`src/lpad_pkg.sv`:
```
// Shared widths, codes and reset values for the archive deframer.
// No dependencies; every other file imports this package.
`default_nettype none

package lpad_pkg;

	localparam int BYTE_W      = 8;
	localparam int PATH_LEN_W  = 16;
	localparam int FILE_SIZE_W = 32;
	localparam int HDR_W       = 32;
	localparam int HDR_IDX_W   = 2;
	localparam int KIND_W      = 2;
	localparam int ERR_W       = 2;
	localparam int CFG_INDEX_W = 1;
	localparam int CFG_DATA_W  = 32;

	localparam logic [PATH_LEN_W-1:0]  MAX_PATH_LENGTH_RESET = PATH_LEN_W'(32 * 1024);
	localparam logic [FILE_SIZE_W-1:0] MAX_FILE_SIZE_RESET   =
		FILE_SIZE_W'(64'd2 * 64'd1024 * 64'd1024 * 64'd1024);

	localparam logic [HDR_IDX_W-1:0] HDR_LAST_INDEX = HDR_IDX_W'(3);

	localparam logic [CFG_INDEX_W-1:0] REG_MAX_PATH_LENGTH = CFG_INDEX_W'(0);
	localparam logic [CFG_INDEX_W-1:0] REG_MAX_FILE_SIZE   = CFG_INDEX_W'(1);

	localparam logic [KIND_W-1:0] KIND_HEADER  = KIND_W'(0);
	localparam logic [KIND_W-1:0] KIND_PATH    = KIND_W'(1);
	localparam logic [KIND_W-1:0] KIND_CONTENT = KIND_W'(2);
	localparam logic [KIND_W-1:0] KIND_ERROR   = KIND_W'(3);

	localparam logic [ERR_W-1:0] ERR_NONE     = ERR_W'(0);
	localparam logic [ERR_W-1:0] ERR_BAD_PATH = ERR_W'(1);
	localparam logic [ERR_W-1:0] ERR_BAD_SIZE = ERR_W'(2);

endpackage

`default_nettype wire

```
`src/lpad_in_if.sv`:
```
// Input channel of the archive deframer: one archive byte per transaction.
// Depends on lpad_pkg for the byte width.
`default_nettype none

interface lpad_in_if;
	import lpad_pkg::*;

	logic              valid;
	logic              ready;
	logic [BYTE_W-1:0] stream_byte;

	modport source (output valid, output stream_byte, input ready);
	modport sink   (input valid, input stream_byte, output ready);
endinterface

`default_nettype wire

```
`src/lpad_out_if.sv`:
```
// Result channel of the archive deframer: one header, byte or error per transaction.
// Depends on lpad_pkg for field widths.
`default_nettype none

interface lpad_out_if;
	import lpad_pkg::*;

	logic                   valid;
	logic                   ready;
	logic [KIND_W-1:0]      result_kind;
	logic [BYTE_W-1:0]      out_byte;
	logic [PATH_LEN_W-1:0]  entry_path_length;
	logic [FILE_SIZE_W-1:0] entry_file_size;
	logic                   end_of_entry;
	logic [ERR_W-1:0]       fault_code;

	modport source (output valid, output result_kind, output out_byte,
		output entry_path_length, output entry_file_size, output end_of_entry,
		output fault_code, input ready);
	modport sink   (input valid, input result_kind, input out_byte,
		input entry_path_length, input entry_file_size, input end_of_entry,
		input fault_code, output ready);
endinterface

`default_nettype wire

```
`src/length_prefixed_archive_deframer_unit.sv`:
```
// Top level of the length-prefixed archive deframer.
// Depends on lpad_pkg, lpad_in_if and lpad_out_if.
`default_nettype none

// The deframer takes an archive one byte per transaction and splits it into
// entries: a little-endian 32-bit path length (nonzero, at most
// max_path_length), a little-endian 32-bit file size (at most max_file_size),
// then the path bytes and the content bytes. On the last byte of the size
// header it returns a header transaction carrying both lengths; each path and
// content byte then comes out tagged with its kind, and the final byte of the
// entry has end_of_entry set (for an empty file that is the last path byte).
// Header bytes other than the completing one return nothing. A bad length or
// size returns one error transaction and the block then swallows every byte
// until reset. Throughput is one byte per clock: each byte is decoded by the
// phase machine and its byte counters, and the result goes into one output
// register, so input stalls only while that register holds a result the sink
// has not taken. The result is valid in the cycle after its byte is accepted.
// Limits are written through cfg_we/cfg_index/cfg_data and take effect at the
// next header check; write them only while the block is idle.
module length_prefixed_archive_deframer_unit (
	input  logic                              clk,
	input  logic                              arst_n,
	input  logic                              cfg_we,
	input  logic [lpad_pkg::CFG_INDEX_W-1:0]  cfg_index,
	input  logic [lpad_pkg::CFG_DATA_W-1:0]   cfg_data,
	lpad_in_if.sink                           stream,
	lpad_out_if.source                        result
);
	import lpad_pkg::*;

	typedef enum logic [1:0] {
		PH_LEN,
		PH_SIZE,
		PH_PATH,
		PH_DATA
	} phase_t;

	// Configuration registers
	logic [PATH_LEN_W-1:0]  max_path_q;
	logic [FILE_SIZE_W-1:0] max_size_q;

	// Parser state
	phase_t                 phase_q;
	logic [HDR_IDX_W-1:0]   hdr_idx_q;
	logic [HDR_W-BYTE_W-1:0] hdr_shift_q;
	logic [PATH_LEN_W-1:0]  path_left_q;
	logic [PATH_LEN_W-1:0]  saved_path_q;
	logic [FILE_SIZE_W-1:0] content_left_q;
	logic                   halted_q;

	// Output register
	logic                   out_valid_q;
	logic [KIND_W-1:0]      out_kind_q;
	logic [BYTE_W-1:0]      out_byte_q;
	logic [PATH_LEN_W-1:0]  out_plen_q;
	logic [FILE_SIZE_W-1:0] out_fsize_q;
	logic                   out_last_q;
	logic [ERR_W-1:0]       out_err_q;

	// Decode of the current byte
	logic                   in_fire;
	logic [HDR_W-1:0]       hdr_word;
	logic                   hdr_done;
	logic                   len_bad;
	logic                   size_bad;
	logic                   res_valid;
	logic [KIND_W-1:0]      res_kind;
	logic [BYTE_W-1:0]      res_byte;
	logic [PATH_LEN_W-1:0]  res_plen;
	logic [FILE_SIZE_W-1:0] res_fsize;
	logic                   res_last;
	logic [ERR_W-1:0]       res_err;

	// Accept whenever the output register is free or being drained this cycle.
	assign stream.ready = !out_valid_q || result.ready;
	assign in_fire      = stream.valid && stream.ready;

	// The fourth header byte completes the word: top lane comes straight from the input.
	assign hdr_word = {stream.stream_byte, hdr_shift_q};
	assign hdr_done = (hdr_idx_q == HDR_LAST_INDEX);
	assign len_bad  = (hdr_word == '0) ||
		(hdr_word > {{(HDR_W-PATH_LEN_W){1'b0}}, max_path_q});
	assign size_bad = (hdr_word > max_size_q);

	always_comb begin
		res_valid = 1'b0;
		res_kind  = KIND_HEADER;
		res_byte  = '0;
		res_plen  = '0;
		res_fsize = '0;
		res_last  = 1'b0;
		res_err   = ERR_NONE;
		if (!halted_q) begin
			case (phase_q)
				PH_LEN: begin
					// A good path length stays silent; only a bad one reports.
					if (hdr_done && len_bad) begin
						res_valid = 1'b1;
						res_kind  = KIND_ERROR;
						res_err   = ERR_BAD_PATH;
					end
				end
				PH_SIZE: begin
					if (hdr_done) begin
						res_valid = 1'b1;
						if (size_bad) begin
							res_kind = KIND_ERROR;
							res_err  = ERR_BAD_SIZE;
						end else begin
							res_kind  = KIND_HEADER;
							res_plen  = saved_path_q;
							res_fsize = hdr_word;
						end
					end
				end
				PH_PATH: begin
					res_valid = 1'b1;
					res_kind  = KIND_PATH;
					res_byte  = stream.stream_byte;
					// Empty file: the entry closes on its last path byte.
					res_last  = (path_left_q == PATH_LEN_W'(1)) && (content_left_q == '0);
				end
				PH_DATA: begin
					res_valid = 1'b1;
					res_kind  = KIND_CONTENT;
					res_byte  = stream.stream_byte;
					res_last  = (content_left_q == FILE_SIZE_W'(1));
				end
				default: begin
					res_valid = 1'b0;
				end
			endcase
		end
	end

	// Configuration writes; indexes past the list do nothing.
	always_ff @(posedge clk or negedge arst_n) begin
		if (!arst_n) begin
			max_path_q <= MAX_PATH_LENGTH_RESET;
			max_size_q <= MAX_FILE_SIZE_RESET;
		end else if (cfg_we) begin
			case (cfg_index)
				REG_MAX_PATH_LENGTH: max_path_q <= cfg_data[PATH_LEN_W-1:0];
				REG_MAX_FILE_SIZE:   max_size_q <= cfg_data[FILE_SIZE_W-1:0];
				default: ;
			endcase
		end
	end

	// Phase machine, byte counters and output register.
	always_ff @(posedge clk or negedge arst_n) begin
		if (!arst_n) begin
			phase_q        <= PH_LEN;
			hdr_idx_q      <= '0;
			hdr_shift_q    <= '0;
			path_left_q    <= '0;
			saved_path_q   <= '0;
			content_left_q <= '0;
			halted_q       <= 1'b0;
			out_valid_q    <= 1'b0;
			out_kind_q     <= KIND_HEADER;
			out_byte_q     <= '0;
			out_plen_q     <= '0;
			out_fsize_q    <= '0;
			out_last_q     <= 1'b0;
			out_err_q      <= ERR_NONE;
		end else begin
			// Load a new result, or drop the old one once the sink takes it.
			if (in_fire && res_valid) begin
				out_valid_q <= 1'b1;
				out_kind_q  <= res_kind;
				out_byte_q  <= res_byte;
				out_plen_q  <= res_plen;
				out_fsize_q <= res_fsize;
				out_last_q  <= res_last;
				out_err_q   <= res_err;
			end else if (result.ready) begin
				out_valid_q <= 1'b0;
			end

			if (in_fire && !halted_q) begin
				case (phase_q)
					PH_LEN, PH_SIZE: begin
						if (!hdr_done) begin
							case (hdr_idx_q)
								HDR_IDX_W'(0): hdr_shift_q[BYTE_W-1:0] <= stream.stream_byte;
								HDR_IDX_W'(1): hdr_shift_q[2*BYTE_W-1:BYTE_W] <= stream.stream_byte;
								default: hdr_shift_q[3*BYTE_W-1:2*BYTE_W] <= stream.stream_byte;
							endcase
							hdr_idx_q <= hdr_idx_q + HDR_IDX_W'(1);
						end else begin
							hdr_idx_q   <= '0;
							hdr_shift_q <= '0;
							if (phase_q == PH_LEN) begin
								if (len_bad) begin
									halted_q <= 1'b1;
								end else begin
									saved_path_q <= hdr_word[PATH_LEN_W-1:0];
									phase_q      <= PH_SIZE;
								end
							end else if (size_bad) begin
								halted_q <= 1'b1;
							end else begin
								content_left_q <= hdr_word;
								path_left_q    <= saved_path_q;
								phase_q        <= PH_PATH;
							end
						end
					end
					PH_PATH: begin
						path_left_q <= path_left_q - PATH_LEN_W'(1);
						if (path_left_q == PATH_LEN_W'(1)) begin
							phase_q <= (content_left_q == '0) ? PH_LEN : PH_DATA;
						end
					end
					PH_DATA: begin
						content_left_q <= content_left_q - FILE_SIZE_W'(1);
						if (content_left_q == FILE_SIZE_W'(1)) begin
							phase_q <= PH_LEN;
						end
					end
					default: begin
						halted_q <= 1'b1;
					end
				endcase
			end
		end
	end

	assign result.valid             = out_valid_q;
	assign result.result_kind       = out_kind_q;
	assign result.out_byte          = out_byte_q;
	assign result.entry_path_length = out_plen_q;
	assign result.entry_file_size   = out_fsize_q;
	assign result.end_of_entry      = out_last_q;
	assign result.fault_code        = out_err_q;

	// Once halted, stay halted until reset.
	a_halt_sticky: assert property (@(posedge clk) disable iff (!arst_n)
		halted_q |=> halted_q)
		else $error("deframer left the halted state without reset");

	// A pending error result implies the parser is already halted.
	a_error_halts: assert property (@(posedge clk) disable iff (!arst_n)
		(out_valid_q && (out_kind_q == KIND_ERROR)) |-> halted_q)
		else $error("error result without halt");

	// Path phase always has at least one path byte to go.
	a_path_nonzero: assert property (@(posedge clk) disable iff (!arst_n)
		(phase_q == PH_PATH) |-> (path_left_q != '0))
		else $error("path phase with no path bytes left");

	// A partly collected header only exists in the header phases.
	a_hdr_idx_phase: assert property (@(posedge clk) disable iff (!arst_n)
		(hdr_idx_q != '0) |-> ((phase_q == PH_LEN) || (phase_q == PH_SIZE)))
		else $error("header byte index set outside a header phase");

endmodule

`default_nettype wire

```
`src/flat_wrapper.sv`:
```
// flat-port wrapper written by rule: the top's interface ports become plain ports
module length_prefixed_archive_deframer_unit_flat import lpad_pkg::*;
  (clk, arst_n, cfg_we, cfg_index, cfg_data, stream_valid, stream_stream_byte, stream_ready, result_valid, result_result_kind, result_out_byte, result_entry_path_length, result_entry_file_size, result_end_of_entry, result_fault_code, result_ready);
  lpad_in_if stream_i ();
  lpad_out_if result_i ();
  input  logic clk;
  input  logic arst_n;
  input  logic cfg_we;
  input  logic [lpad_pkg::CFG_INDEX_W-1:0] cfg_index;
  input  logic [lpad_pkg::CFG_DATA_W-1:0] cfg_data;
  input wire logic [$bits(stream_i.valid)-1:0] stream_valid;
  input wire logic [$bits(stream_i.stream_byte)-1:0] stream_stream_byte;
  output wire logic [$bits(stream_i.ready)-1:0] stream_ready;
  output wire logic [$bits(result_i.valid)-1:0] result_valid;
  output wire logic [$bits(result_i.result_kind)-1:0] result_result_kind;
  output wire logic [$bits(result_i.out_byte)-1:0] result_out_byte;
  output wire logic [$bits(result_i.entry_path_length)-1:0] result_entry_path_length;
  output wire logic [$bits(result_i.entry_file_size)-1:0] result_entry_file_size;
  output wire logic [$bits(result_i.end_of_entry)-1:0] result_end_of_entry;
  output wire logic [$bits(result_i.fault_code)-1:0] result_fault_code;
  input wire logic [$bits(result_i.ready)-1:0] result_ready;
  assign stream_i.valid = stream_valid;
  assign stream_i.stream_byte = stream_stream_byte;
  assign stream_ready = stream_i.ready;
  assign result_valid = result_i.valid;
  assign result_result_kind = result_i.result_kind;
  assign result_out_byte = result_i.out_byte;
  assign result_entry_path_length = result_i.entry_path_length;
  assign result_entry_file_size = result_i.entry_file_size;
  assign result_end_of_entry = result_i.end_of_entry;
  assign result_fault_code = result_i.fault_code;
  assign result_i.ready = result_ready;
  length_prefixed_archive_deframer_unit u_core (.clk(clk), .arst_n(arst_n), .cfg_we(cfg_we), .cfg_index(cfg_index), .cfg_data(cfg_data), .stream(stream_i), .result(result_i));
endmodule
```
`config.mk`:
```
export PLATFORM = sky130hd
export DESIGN_NAME = length_prefixed_archive_deframer_unit_flat
export DESIGN_NICKNAME = d
export VERILOG_FILES = /design/src/lpad_pkg.sv /design/src/lpad_in_if.sv /design/src/lpad_out_if.sv /design/src/length_prefixed_archive_deframer_unit.sv /design/src/flat_wrapper.sv
export SDC_FILE = /design/constraint.sdc
export NUM_CORES = 1
export LEC_CHECK = 0
export ABC_AREA = 1
export BUFFER_PORTS_ARGS = -buffer_cell sky130_fd_sc_hd__clkbuf_2
export CORE_ASPECT_RATIO = 0.6
export CORE_MARGIN = 3
export CORE_UTILIZATION = 45
export DETAILED_ROUTE_END_ITERATION = 12
export HOLD_SLACK_MARGIN = 0.02
export SLEW_MARGIN = 40
export SYNTH_ARGS = -nofsm -noshare
export SYNTH_HDL_FRONTEND = slang
export SYNTH_SLANG_ARGS = --single-unit
```
`constraint.sdc`:
```
create_clock -name clk -period 2.5 [get_ports clk]
set_clock_uncertainty 0.15 [all_clocks]
set_input_delay 0.125 -clock clk [delete_from_list [all_inputs] [get_ports clk]]
set_output_delay 0.125 -clock clk [all_outputs]
set_load 0.01 [all_outputs]
```
==> flow_metrics.py <==
metrics = {
    "status": {
        "status": "complete, no violations",
    },
    "sta": {
        "max_freq_mhz": 407,
        "slew_viol_final": 0,
        "rsz0062_at_grt": "true",
        "setup_viol": 0,
        "tns_ns": 0,
        "hold_viol_final": 0,
        "fin_crit_sh": 0.983,
        "timing.hold.ws_ns": 0.0469,
        "min_period_ns": 2.46,
        "slew_headroom": 0.615,
        "worstMarginPinSlew_ns": 0.578,
    },
    "clock_tree": {
        "numClockSinks": 203,
        "path_clk_slew_ns": 0.07,
        "cts_buffer_depth": 3,
        "cts_made_buffers": 21,
        "root_buffer": "clkbuf_16",
        "clock_latency_ns": 0.52,
        "cts_tree": "yes",
        "htree_levels": 1,
    },
    "detailed_routing": {
        "via_per_inst": 5.23,
        "wl_met1_mm": 17.5,
        "drt_iter0_drc": 917,
        "routed-wl-met3_mm": 3.48,
        "wl_met2_mm": 13.5,
        "drt_first_pass_iters": 6,
        "drt-total-wl_mm": 35.0,
        "remaining_drc_errors": 0,
        "ant_nets": 0,
        "topRoutingLayerUsed": "met5",
        "wire_per_inst_microns": 17.7,
        "vias": 10300,
    },
    "floorplanning": {
        "die_w_microns": 209,
        "start_util": 0.468,
        "dieArea_sq_mm": 0.0266,
        "rows": 43,
        "io_pins": 109,
        "die_y_microns": 128,
        "core-area_sq_mm": 0.0237,
    },
    "synthesis": {
        "synth-edff-count": 0,
        "synthCells": 1417,
        "synth_fp_nets": 1523,
        "syn_area_sq_mm": 0.0111,
        "yosysSeqAreaShare": 0.458,
        "synth-warning-count": 0,
        "syn_avg_cell_area_sq_um": 7.83,
        "ys_types": 46,
        "ys.flop_type": "dfrtp_1",
        "synthArstFlopShare": 1.00,
        "ys_seq_elements": 203,
    },
    "critical_path": {
        "worstSetupStartpointType": "flip-flop",
        "cp_cell_sequence": "inv_1 > ha_1 > nand2_1 > nor2_2 > nand2_2 > nor2_4 > nand4_4 > a21oi_4 > buf_4 > clkbuf_16 > nand3_1 > nand2_1",
        "crit_fanout": 10,
        "cpPeakStageDelay_ns": 0.51,
        "worstSetupPathDepth": 12,
        "crit_arrival_ns": 2.76,
        "end_kind": "flip-flop",
        "crit_buf_inv": 3,
        "critical_path_class": "reg -> reg",
        "critPathSlowestCell": "dfstp_2",
        "required_ns": 2.80,
        "cpMostUsedCell": "nand2_1",
        "cp_top_family": "simple AND/OR/NAND/NOR gates",
        "ff2ff_path_depth": 12,
    },
    "cells_and_area": {
        "antenna_cells": 0,
        "layout_common_cells": "382 x nand2_1, 194 x dfrtp_1, 159 x inv_1, 129 x o21ai_0, 127 x nor2_1",
        "drive_above_1_share": 0.173,
        "syn_to_final_growth_pct": 27.8,
        "seq_area_sq_mm": 0.00509,
        "nets": 1748,
        "fin_area_sq_mm": 0.0142,
        "layout_commonest_cell": "nand2_1",
        "fill_cells": 2126,
        "multi_input_area_sq_mm": 0.00529,
    },
    "pwr": {
        "vdd_drop_max_mv": 0.471,
        "totalPowerFinal_mw": 7.26,
        "pwr_density_cell_mw_per_mm2": 512,
        "power_leakage_nw": 7.55,
    },
    "global_routing": {
        "grt_pass1_vias": 9607,
        "antenna_found_initial": 2,
        "gr-usage-all-layers": 0.253,
        "grt_pass1_wl_mm": 53.7,
        "grt_overflow": 0,
        "grt_max_degree": 69,
    },
    "placement": {
        "routabilityCongestion": 0.953,
        "place.port_buffers": 108,
        "placed_area_sq_mm": 0.0123,
        "hpwl_mm": 24.1,
    },
    "min_path": {
        "hold_class": "in -> async",
    },
    "job": {
        "drv_cap": 0,
    },
}
==> layer usage <==
metal	vias to the layer above	GRT usage
li1	5019	-
met1	4819	0.403
met2	439	0.344
met3	35	0.0690
met4	2	0.0429
met5	-	0
==> cell type report <==
cell class / instances / share of cell area
Clock buffer: 31 / 0.0447
Sequential cell: 203 / 0.359
Clock inverter: 6 / 0.00300
Timing Repair Buffer: 253 / 0.148
Multi-Input combinational cell: 996 / 0.373
Inverter: 167 / 0.0442
Tap cell: 315 / 0.0278
==> where the power goes <==
group	leakage, nW	switching (mW)	internal (mW)
logic	4.56	0.406	0.315
registers	2.66	0.0435	3.38
clock network	0.329	1.36	1.76
total	7.55	1.81	5.46
==> sequential cells by signal, indices dropped and copies added, names as in the netlist, 8 cells and up <==
register / cells
u_core.result.entry_file_size: 32
u_core.max_path_q: 16
u_core.saved_path_q: 16
u_core.max_size_q: 32
u_core.path_left_q: 16
u_core.hdr_shift_q: 24
u_core.result.entry_path_length: 16
u_core.content_left_q: 32
u_core.result.out_byte: 8
==> through the flow <==
| step | cells | util | worst slack [ns] |
|---|---|---|---|
| finish | 1971 | 0.599 | 0.0422 |
| global placement | 1843 | 0.519 | 0.00800 |
| CTS | 1954 | 0.580 | 0.0228 |
| global route | 1971 | 0.599 | -0.0369 |
| detailed placement | 1843 | 0.519 | -0.0166 |
| floorplan | 1417 | - | 0.311 |
==> worst min-delay path: stages <==
cell and delay (ns):
dlygate4sd3_1 0.54, clkbuf_8 0.19, buf_12 0.23
==> timing repair <==
action / 4_1_cts / 5_1_grt
gates cloned: 0 / 7
hold endpoints to repair: 276 / 0
buffers inserted: 0 / 10
setup endpoints to repair: 5 / 129
gates resized for setup: 2 / 42
hold buffers: 74 / 0
pin swaps: 0 / 16
==> synth_stat cells (6+ instances only) <==
| cell | instances | area share |
|---|---|---|
| nand3_1 | 114 | 0.051 |
| nor3_1 | 6 | 0.0027 |
| nor2_2 | 6 | 0.0034 |
| buf_2 | 14 | 0.0063 |
| dfrtp_1 | 201 | 0.45 |
| inv_1 | 160 | 0.054 |
| nand4_1 | 21 | 0.012 |
| o21ai_1 | 20 | 0.0090 |
| nand2_1 | 389 | 0.13 |
| a21oi_1 | 53 | 0.024 |
| xor2_1 | 7 | 0.0055 |
| inv_2 | 7 | 0.0024 |
| xnor2_1 | 7 | 0.0055 |
| buf_6 | 12 | 0.012 |
| ha_1 | 60 | 0.068 |
| nor2_1 | 129 | 0.044 |
| clkbuf_1 | 20 | 0.0068 |
| o21ai_0 | 131 | 0.059 |
==> kinds of logic after synthesis <==
logic type / count (synthesis) / synth area share
and+or+nand+nor: 689 / 0.264
AOI/OAI and AO/OA: 227 / 0.109
buffers and inverters: 219 / 0.0855
DFF: 203 / 0.458
adders and majority gates: 60 / 0.0677
xor gates and xnor gates: 14 / 0.0111
muxes: 5 / 0.00451
==> worst paths after layout <==
path	endpoint	from	slack, ns
worst max register to register	u_core.result.entry_file_size[4]$_DFFE_PN0P_	u_core.max_size_q[31]$_DFFE_PN1P_	0.04
worst max-delay path	u_core.result.entry_file_size[4]$_DFFE_PN0P_	u_core.max_size_q[31]$_DFFE_PN1P_	0.04
max in group asynchronous	u_core.content_left_q[9]$_DFFE_PN0P_	arst_n	1.70
min in group clk	u_core.max_path_q[15]$_DFFE_PN1P_	cfg_data[15]	0.25
worst min-delay path	u_core.path_left_q[3]$_DFFE_PN0P_	arst_n	0.05
worst min register to register	u_core.result.entry_path_length[8]$_DFFE_PN0P_	u_core.result.entry_path_length[8]$_DFFE_PN0P_	0.33
No activity file was read; power rests on OpenSTA's default activity.
